### config.mk
export PLATFORM = sky130hd
export DESIGN_NAME = dirty_range_history_tracker
export DESIGN_NICKNAME = d
export VERILOG_FILES = /design/src/drht_pkg.sv /design/src/drht_ring.sv /design/src/drht_merge.sv /design/src/dirty_range_history_tracker.sv
export SDC_FILE = /design/constraint.sdc
export NUM_CORES = 2
export LEC_CHECK = 0
export BUFFER_PORTS_ARGS = -buffer_cell sky130_fd_sc_hd__buf_2
export CAP_MARGIN = 20
export CORE_MARGIN = 4
export CORE_UTILIZATION = 62
export DETAILED_ROUTE_END_ITERATION = 16
export PLACE_DENSITY = 0.79
export SLEW_MARGIN = 20
export SYNTH_ARGS = -nofsm -noshare
export SYNTH_HDL_FRONTEND = slang
export SYNTH_SLANG_ARGS = --single-unit
### constraint.sdc
create_clock -name clk -period 48.9 [get_ports clk]
set_clock_uncertainty 0.05 [all_clocks]
set_input_delay 7.335 -clock clk [delete_from_list [all_inputs] [get_ports clk]]
set_output_delay 7.335 -clock clk [all_outputs]
set_load 0.02 [all_outputs]
### src/drht_pkg.sv
// Shared types, widths and command codes for the change-history tracker.
// Used by every module of the block; depends on nothing.
`timescale 1ns / 1ps
`default_nettype none

package drht_pkg;

  localparam int HistDepth = 16;
  localparam int IndexBits = 32;
  localparam int StampBits = 32;
  localparam int AddrBits  = (HistDepth > 1) ? $clog2(HistDepth) : 1;
  localparam int FillBits  = $clog2(HistDepth + 1);

  typedef logic [IndexBits-1:0] index_t;
  typedef logic [IndexBits:0]   span_end_t;
  typedef logic [StampBits-1:0] stamp_t;
  typedef logic [AddrBits-1:0]  addr_t;
  typedef logic [FillBits-1:0]  fill_t;

  typedef enum logic [1:0] {
    CMD_MARK   = 2'd0,
    CMD_RESIZE = 2'd1,
    CMD_TOUCH  = 2'd2,
    CMD_QUERY  = 2'd3
  } cmd_t;

  typedef enum logic [1:0] {
    STATUS_OK     = 2'd0,
    STATUS_RANGE  = 2'd1,
    STATUS_LOCKED = 2'd2
  } status_t;

  typedef enum logic [1:0] {
    S_IDLE,
    S_SCAN,
    S_FIN
  } state_t;

  typedef struct packed {
    stamp_t stamp;
    index_t first;
    index_t count;
    logic   whole;
  } entry_t;

  typedef struct packed {
    logic   wr_en;
    addr_t  wr_addr;
    entry_t wr_data;
    logic   rd_en;
    addr_t  rd_addr;
  } ring_ctl_t;

  typedef struct packed {
    logic clear;
    logic load;
  } merge_ctl_t;

  function automatic addr_t ring_slot(addr_t head, fill_t offset);
    logic [FillBits:0] sum;
    sum = (FillBits + 1)'(head) + (FillBits + 1)'(offset);
    if (sum >= (FillBits + 1)'(HistDepth)) begin
      sum = sum - (FillBits + 1)'(HistDepth);
    end
    return sum[AddrBits-1:0];
  endfunction

endpackage

`default_nettype wire

### src/drht_ring.sv
// History ring storage: one write port and one registered read port.
// Depends on drht_pkg for the entry layout and the control struct.
`timescale 1ns / 1ps
`default_nettype none

module drht_ring (
  input  wire                  clk,
  input  drht_pkg::ring_ctl_t  ctl,
  output drht_pkg::entry_t     rd_data
);
  import drht_pkg::*;

  entry_t mem [HistDepth];

  always_ff @(posedge clk) begin
    if (ctl.wr_en) begin
      mem[ctl.wr_addr] <= ctl.wr_data;
    end
  end

  always_ff @(posedge clk) begin
    if (ctl.rd_en) begin
      rd_data <= mem[ctl.rd_addr];
    end
  end

endmodule

`default_nettype wire

### src/drht_merge.sv
// Shared span union unit: folds one history range per cycle into a lowest
// first index and a highest end. Depends on drht_pkg.
`timescale 1ns / 1ps
`default_nettype none

module drht_merge (
  input  wire                    clk,
  input  wire                    rst,
  input  drht_pkg::merge_ctl_t   ctl,
  input  drht_pkg::index_t       first,
  input  drht_pkg::index_t       count,
  output logic                   found,
  output drht_pkg::index_t       lo,
  output drht_pkg::span_end_t    hi
);
  import drht_pkg::*;

  span_end_t end_v;

  assign end_v = {1'b0, first} + {1'b0, count};

  always_ff @(posedge clk) begin
    if (rst) begin
      found <= 1'b0;
    end else if (ctl.clear) begin
      found <= 1'b0;
    end else if (ctl.load) begin
      found <= 1'b1;
    end
  end

  always_ff @(posedge clk) begin
    if (ctl.load) begin
      if (!found || first < lo) begin
        lo <= first;
      end
      if (!found || end_v > hi) begin
        hi <= end_v;
      end
    end
  end

endmodule

`default_nettype wire

### src/dirty_range_history_tracker.sv
// Top level of the change-history tracker: command decode, stamp and ring
// bookkeeping, the query sequencer and the result register.
// Depends on drht_pkg, drht_ring and drht_merge.
`timescale 1ns / 1ps
`default_nettype none

// Mark, resize and touch requests finish in the cycle they are accepted, and so
// does a query that is current or that must report the whole array before any
// history is read. Any other query walks the filled part of the history ring
// from oldest to newest, one entry per cycle through the single ring read port
// and the shared union unit; it stops early at a newer whole-array entry or
// when a full ring of 16 does not reach back to the asked stamp. Its result
// is registered from the S_FIN state. The block takes no new request while a
// query is walking or while a result waits to be taken.
module dirty_range_history_tracker (
  input  wire                       clk,
  input  wire                       rst,
  input  wire                       cfg_valid,
  output logic                      cfg_ready,
  input  wire                       cfg_data,
  input  wire                       in_valid,
  output logic                      in_ready,
  input  wire  [1:0]                cmd,
  input  wire  drht_pkg::index_t    first_index,
  input  wire  drht_pkg::index_t    range_count,
  input  wire  drht_pkg::index_t    element_total,
  input  wire  drht_pkg::stamp_t    since_stamp,
  output logic                      out_valid,
  input  wire                       out_ready,
  output logic [1:0]                status,
  output drht_pkg::index_t          out_first,
  output drht_pkg::index_t          out_count,
  output logic                      out_whole,
  output drht_pkg::stamp_t          stamp_now
);
  import drht_pkg::*;

  state_t     state;
  state_t     state_next;
  cmd_t       cmd_op;
  logic       accept;
  logic       writable;
  stamp_t     stamp;
  addr_t      head;
  fill_t      fill;
  logic       newest_cur;
  fill_t      issue_k;
  logic       issue_more;
  logic       rd_valid;
  logic       rd_oldest;
  logic       rd_last;
  stamp_t     since_q;
  index_t     total_q;
  logic       whole_q;
  ring_ctl_t  ring_ctl;
  entry_t     rd_data;
  merge_ctl_t merge_ctl;
  logic       m_found;
  index_t     m_lo;
  span_end_t  m_hi;
  logic       range_bad;
  logic       do_push;
  logic       q_current;
  logic       q_early_whole;
  logic       start_scan;
  logic       hit;
  logic       stale;
  logic       abort;
  logic       finish;
  status_t    rec_status;

  assign cfg_ready = 1'b1;
  assign cmd_op    = cmd_t'(cmd);
  assign accept    = in_valid && in_ready;
  assign stamp_now = stamp;

  always_ff @(posedge clk) begin
    if (rst) begin
      writable <= 1'b1;
    end else if (cfg_valid && cfg_ready) begin
      writable <= cfg_data;
    end
  end

  always_comb begin
    range_bad     = (first_index > element_total) ||
                    (range_count > (element_total - first_index));
    q_current     = since_stamp >= stamp;
    q_early_whole = (since_stamp == '0) || (fill == '0) || !newest_cur;
    do_push       = 1'b0;
    rec_status    = STATUS_OK;
    unique case (cmd_op)
      CMD_MARK: begin
        if (range_bad) begin
          rec_status = STATUS_RANGE;
        end else if (!writable && range_count != '0) begin
          rec_status = STATUS_LOCKED;
        end else begin
          do_push = range_count != '0;
        end
      end
      CMD_RESIZE: do_push = range_count != element_total;
      CMD_TOUCH:  do_push = 1'b0;
      CMD_QUERY:  do_push = 1'b0;
      default:    do_push = 1'b0;
    endcase
    start_scan = accept && cmd_op == CMD_QUERY && !q_current && !q_early_whole;
  end

  assign issue_more = issue_k < fill;
  assign hit        = rd_valid && rd_data.stamp > since_q;
  assign stale      = rd_valid && rd_oldest && fill == fill_t'(HistDepth) &&
                      since_q < rd_data.stamp;
  assign abort      = stale || (hit && rd_data.whole);
  assign finish     = abort || (rd_valid && rd_last);

  always_comb begin
    state_next = state;
    unique case (state)
      S_IDLE: begin
        if (start_scan) begin
          state_next = S_SCAN;
        end
      end
      S_SCAN: begin
        if (finish) begin
          state_next = S_FIN;
        end
      end
      S_FIN:   state_next = S_IDLE;
      default: state_next = S_IDLE;
    endcase
  end

  always_comb begin
    in_ready                 = (state == S_IDLE) && (!out_valid || out_ready);
    ring_ctl.wr_en           = accept && do_push;
    ring_ctl.wr_addr         = (fill < fill_t'(HistDepth)) ? ring_slot(head, fill) : head;
    ring_ctl.wr_data.stamp   = stamp + 1'b1;
    ring_ctl.wr_data.first   = (cmd_op == CMD_RESIZE) ? '0 : first_index;
    ring_ctl.wr_data.count   = range_count;
    ring_ctl.wr_data.whole   = cmd_op == CMD_RESIZE;
    ring_ctl.rd_en           = (state == S_SCAN) && issue_more;
    ring_ctl.rd_addr         = ring_slot(head, issue_k);
    merge_ctl.clear          = start_scan;
    merge_ctl.load           = (state == S_SCAN) && hit && !abort;
  end

  always_ff @(posedge clk) begin
    if (rst) begin
      state      <= S_IDLE;
      stamp      <= '0;
      head       <= '0;
      fill       <= '0;
      newest_cur <= 1'b0;
      rd_valid   <= 1'b0;
      out_valid  <= 1'b0;
    end else begin
      state    <= state_next;
      rd_valid <= ring_ctl.rd_en;
      if (accept && do_push) begin
        stamp      <= stamp + 1'b1;
        newest_cur <= 1'b1;
        if (fill < fill_t'(HistDepth)) begin
          fill <= fill + 1'b1;
        end else begin
          head <= ring_slot(head, fill_t'(1));
        end
      end else if (accept && cmd_op == CMD_TOUCH) begin
        stamp      <= stamp + 1'b1;
        newest_cur <= 1'b0;
      end
      if ((accept && !start_scan) || state == S_FIN) begin
        out_valid <= 1'b1;
      end else if (out_ready) begin
        out_valid <= 1'b0;
      end
    end
  end

  always_ff @(posedge clk) begin
    if (accept) begin
      issue_k <= '0;
      since_q <= since_stamp;
      total_q <= element_total;
      whole_q <= 1'b0;
    end else if (state == S_SCAN) begin
      if (issue_more) begin
        issue_k <= issue_k + 1'b1;
      end
      if (abort) begin
        whole_q <= 1'b1;
      end
    end
    rd_oldest <= issue_k == '0;
    rd_last   <= issue_k == fill_t'(fill - 1'b1);
  end

  always_ff @(posedge clk) begin
    if (accept && !start_scan) begin
      out_first <= '0;
      out_count <= '0;
      out_whole <= 1'b0;
      status    <= (cmd_op == CMD_MARK) ? rec_status : STATUS_OK;
      if (cmd_op == CMD_QUERY && !q_current) begin
        out_count <= element_total;
        out_whole <= 1'b1;
      end
    end else if (state == S_FIN) begin
      status <= STATUS_OK;
      if (whole_q || !m_found) begin
        out_first <= '0;
        out_count <= total_q;
        out_whole <= 1'b1;
      end else begin
        out_first <= m_lo;
        out_count <= index_t'(m_hi - {1'b0, m_lo});
        out_whole <= 1'b0;
      end
    end
  end

  drht_ring u_ring (
    .clk     (clk),
    .ctl     (ring_ctl),
    .rd_data (rd_data)
  );

  drht_merge u_merge (
    .clk   (clk),
    .rst   (rst),
    .ctl   (merge_ctl),
    .first (rd_data.first),
    .count (rd_data.count),
    .found (m_found),
    .lo    (m_lo),
    .hi    (m_hi)
  );

endmodule

`default_nettype wire
==> results.json <==
{
  "status": "complete, no violations",
  "drive_gt1_frac": 0.206,
  "cp-start-kind": "input port",
  "firstDrtPassIters": 6,
  "finalSetupViolCount": 0,
  "synthTopCellsByArea": "edfxtp_1, mux4_2, ha_1, nand2_1, dfxtp_1",
  "yosys_warnings": 0,
  "layout.nets": 5714,
  "ios": 238,
  "port_buffers": 236,
  "first_iter_violations": 7083,
  "netlist_area_sq_mm": 0.0815,
  "fin_hold_ws_ns": 0.421,
  "ctsLongestPathBuffers": 3,
  "ir_worst_vdd_v": 0.0000330,
  "required_ns": 41.51,
  "fp.dieArea_sq_mm": 0.137,
  "rows": 132,
  "synth_top_area_frac": 0.668,
  "h-tree-depth": 4,
  "initial_utilization": 0.627,
  "cts_sinks": 1901,
  "period_share": 0.316,
  "drt-total-wl_mm": 230,
  "rsz0062_at_grt": "false",
  "cts_setup_buffers": 0,
  "grt_use_total": 0.337,
  "synth_area_leader_cell": "edfxtp_1",
  "fin_util": 0.703,
  "cts.clk_slew.worst_paths_ns": 0.07,
  "fin_tns_setup_ns": 0,
  "path_max_fanout": 2,
  "insertion_delay_ns": 0.82,
  "dpl_cell_area_sq_mm": 0.0852,
  "dieWidth_microns": 371,
  "grt_max_degree": 136,
  "yosysMostFrequentCell": "edfxtp_1",
  "synth_seq_cells": 1901,
  "cp-end-kind": "primary output",
  "maxSlewViolCount": 0,
  "numCtsBuffers": 182,
  "worstPathArrival_ns": 8.05,
  "synth_nets": 5392,
  "globalplace.congestion": 0.932,
  "cts_tree": "yes",
  "synth_edf_count": 1813,
  "yosys-top-cells-count": "edfxtp_1, nand2_1, mux4_2, ha_1, nor2_1",
  "cap_violations": 0,
  "fillCellCount": 7800,
  "period_needed_ns": 15.43,
  "wl_per_cell_microns": 31.9,
  "drc": 0,
  "r2r_setup_slack_ns": 42.59,
  "viasPerCell": 6.85,
  "antenna_found_initial": 21,
  "netlist_instances": 4980,
  "die_y_microns": 371,
  "clock-root-buffer": "clkbuf_16",
  "postCtsHoldBufs": 0,
  "tightestPinTransition_ns": 1.15,
  "synth.avg_cell_area_sq_um": 16.4,
  "slew_headroom": 0.228,
  "powerDensity_mw_per_mm2": 36.9,
  "synthArstFlopShare": 0,
  "vias": 49300,
  "ys_seq_area_frac": 0.690,
  "critical_path_class": "input port to primary output",
  "holdCritPathClass": "flip-flop to flip-flop",
  "cts_resized": 0,
  "grt_pass1_vias": 48800,
  "finalHoldViolCount": 0,
  "hpwlAfterDp_mm": 140,
  "fin_area_sq_mm": 0.0914,
  "grt_pass1_wl_mm": 334,
  "max_freq_ghz": 0.0648,
  "ys_types": 88,
  "core_area_sq_mm": 0.130,
  "synth-main-ff-cell": "edfxtp_1",
  "layout-area-overhead-vs-synth_pct": 12.2,
  "overflow": 0,
  "ant_nets": 0,
  "p_leak_nw": 32.2
}
[flip-flops by register name, indices dropped and copies added, names as in the netlist, 4 cells and up]
name / flops
fill: 5
u_ring.rd_data: 97
since_q: 32
head: 4
u_merge.hi: 33
u_merge.lo: 32
out_count: 32
stamp_now: 32
u_ring.mem: 1552
out_first: 32
issue_k: 5
total_q: 32
[logic make-up (layout without fill, tap and decap cells)]
| logic type | Yosys count | in the layout | share of synthesized area |
|---|---|---|---|
| mux | 427 | 427 | 0.112 |
| buf+inv | 429 | 900 | 0.0201 |
| fa+ha+maj | 276 | 276 | 0.0428 |
| xor+xnor | 156 | 156 | 0.0168 |
| simple gates | 1136 | 1136 | 0.0648 |
| compound gates | 654 | 654 | 0.0534 |
| flops | 1901 | 1901 | 0.690 |
| other cells | 1 | 7 | 0.0000460 |
[cell type report]
class,instances,area (sq um),area share
Timing Repair Buffer,353,2100,0.0230
Antenna cell,6,15.0,0.000164
Tap cell,1742,2180,0.0238
Clock buffer,231,4950,0.0541
Inverter,214,805,0.00880
Clock inverter,102,1120,0.0122
Multi-Input combinational cell,2650,24000,0.263
Sequential cell,1901,56200,0.615
[placed cells by master, fill, tap and decap left out, drive strengths merged, types with 77 or more instances in the layout]
master | Yosys | routed
a21oi | 159 | 159
a31oi | 131 | 131
and3 | 114 | 114
buf | 63 | 353
clkbuf | 152 | 231
dfxtp | 88 | 88
edfxtp | 1813 | 1813
ha | 271 | 271
inv | 214 | 219
mux4 | 388 | 388
nand2 | 488 | 488
nand3 | 77 | 77
nor2 | 215 | 215
o21ai | 94 | 94
xnor2 | 94 | 94
[per-layer routing]
metal / routed length (microns) / global-route usage
met1: 82500 / 0.455
met4: 10800 / 0.146
met2: 109000 / 0.531
met5: 134 / 0
met3: 27300 / 0.0833
[critical path: stages]
cell and delay [ns]:
buf_2 0.08, nand2b_1 0.12, nor3b_1 0.29, buf_2 0.23
[worst paths after layout]
check	to	from	cells past startpoint
worst max-delay path	in_ready	out_ready	4
worst min-delay path	out_first[13]$_SDFFE_PP0N_	out_first[13]$_SDFFE_PP0N_	1
worst max register to register	u_merge.hi[20]$_DFFE_PP_	u_ring.rd_data[33]$_DFFE_PP_	19
worst min register to register	out_first[13]$_SDFFE_PP0N_	out_first[13]$_SDFFE_PP0N_	1
[stage by stage]
step	std cells	setup WS, ns	power, mW
3_3_place_gp	6856	33.55	1.96
6_report	7199	33.47	3.37
5_1_grt	7194	33.41	3.46
3_5_place_dp	6857	33.49	1.96
4_1_cts	7190	33.48	3.37
2_1_floorplan	4980	26.85	1.90
[power by group]
part           leakage (nW)  internal, mW  switching [mW]  total, mW
registers              17.3          1.79         0.00442       1.79
clock network          2.96         0.832           0.607       1.44
logic                  12.0        0.0405          0.0983      0.139
total                  32.2          2.66           0.710       3.37
No activity file was read; power rests on OpenSTA's default activity.
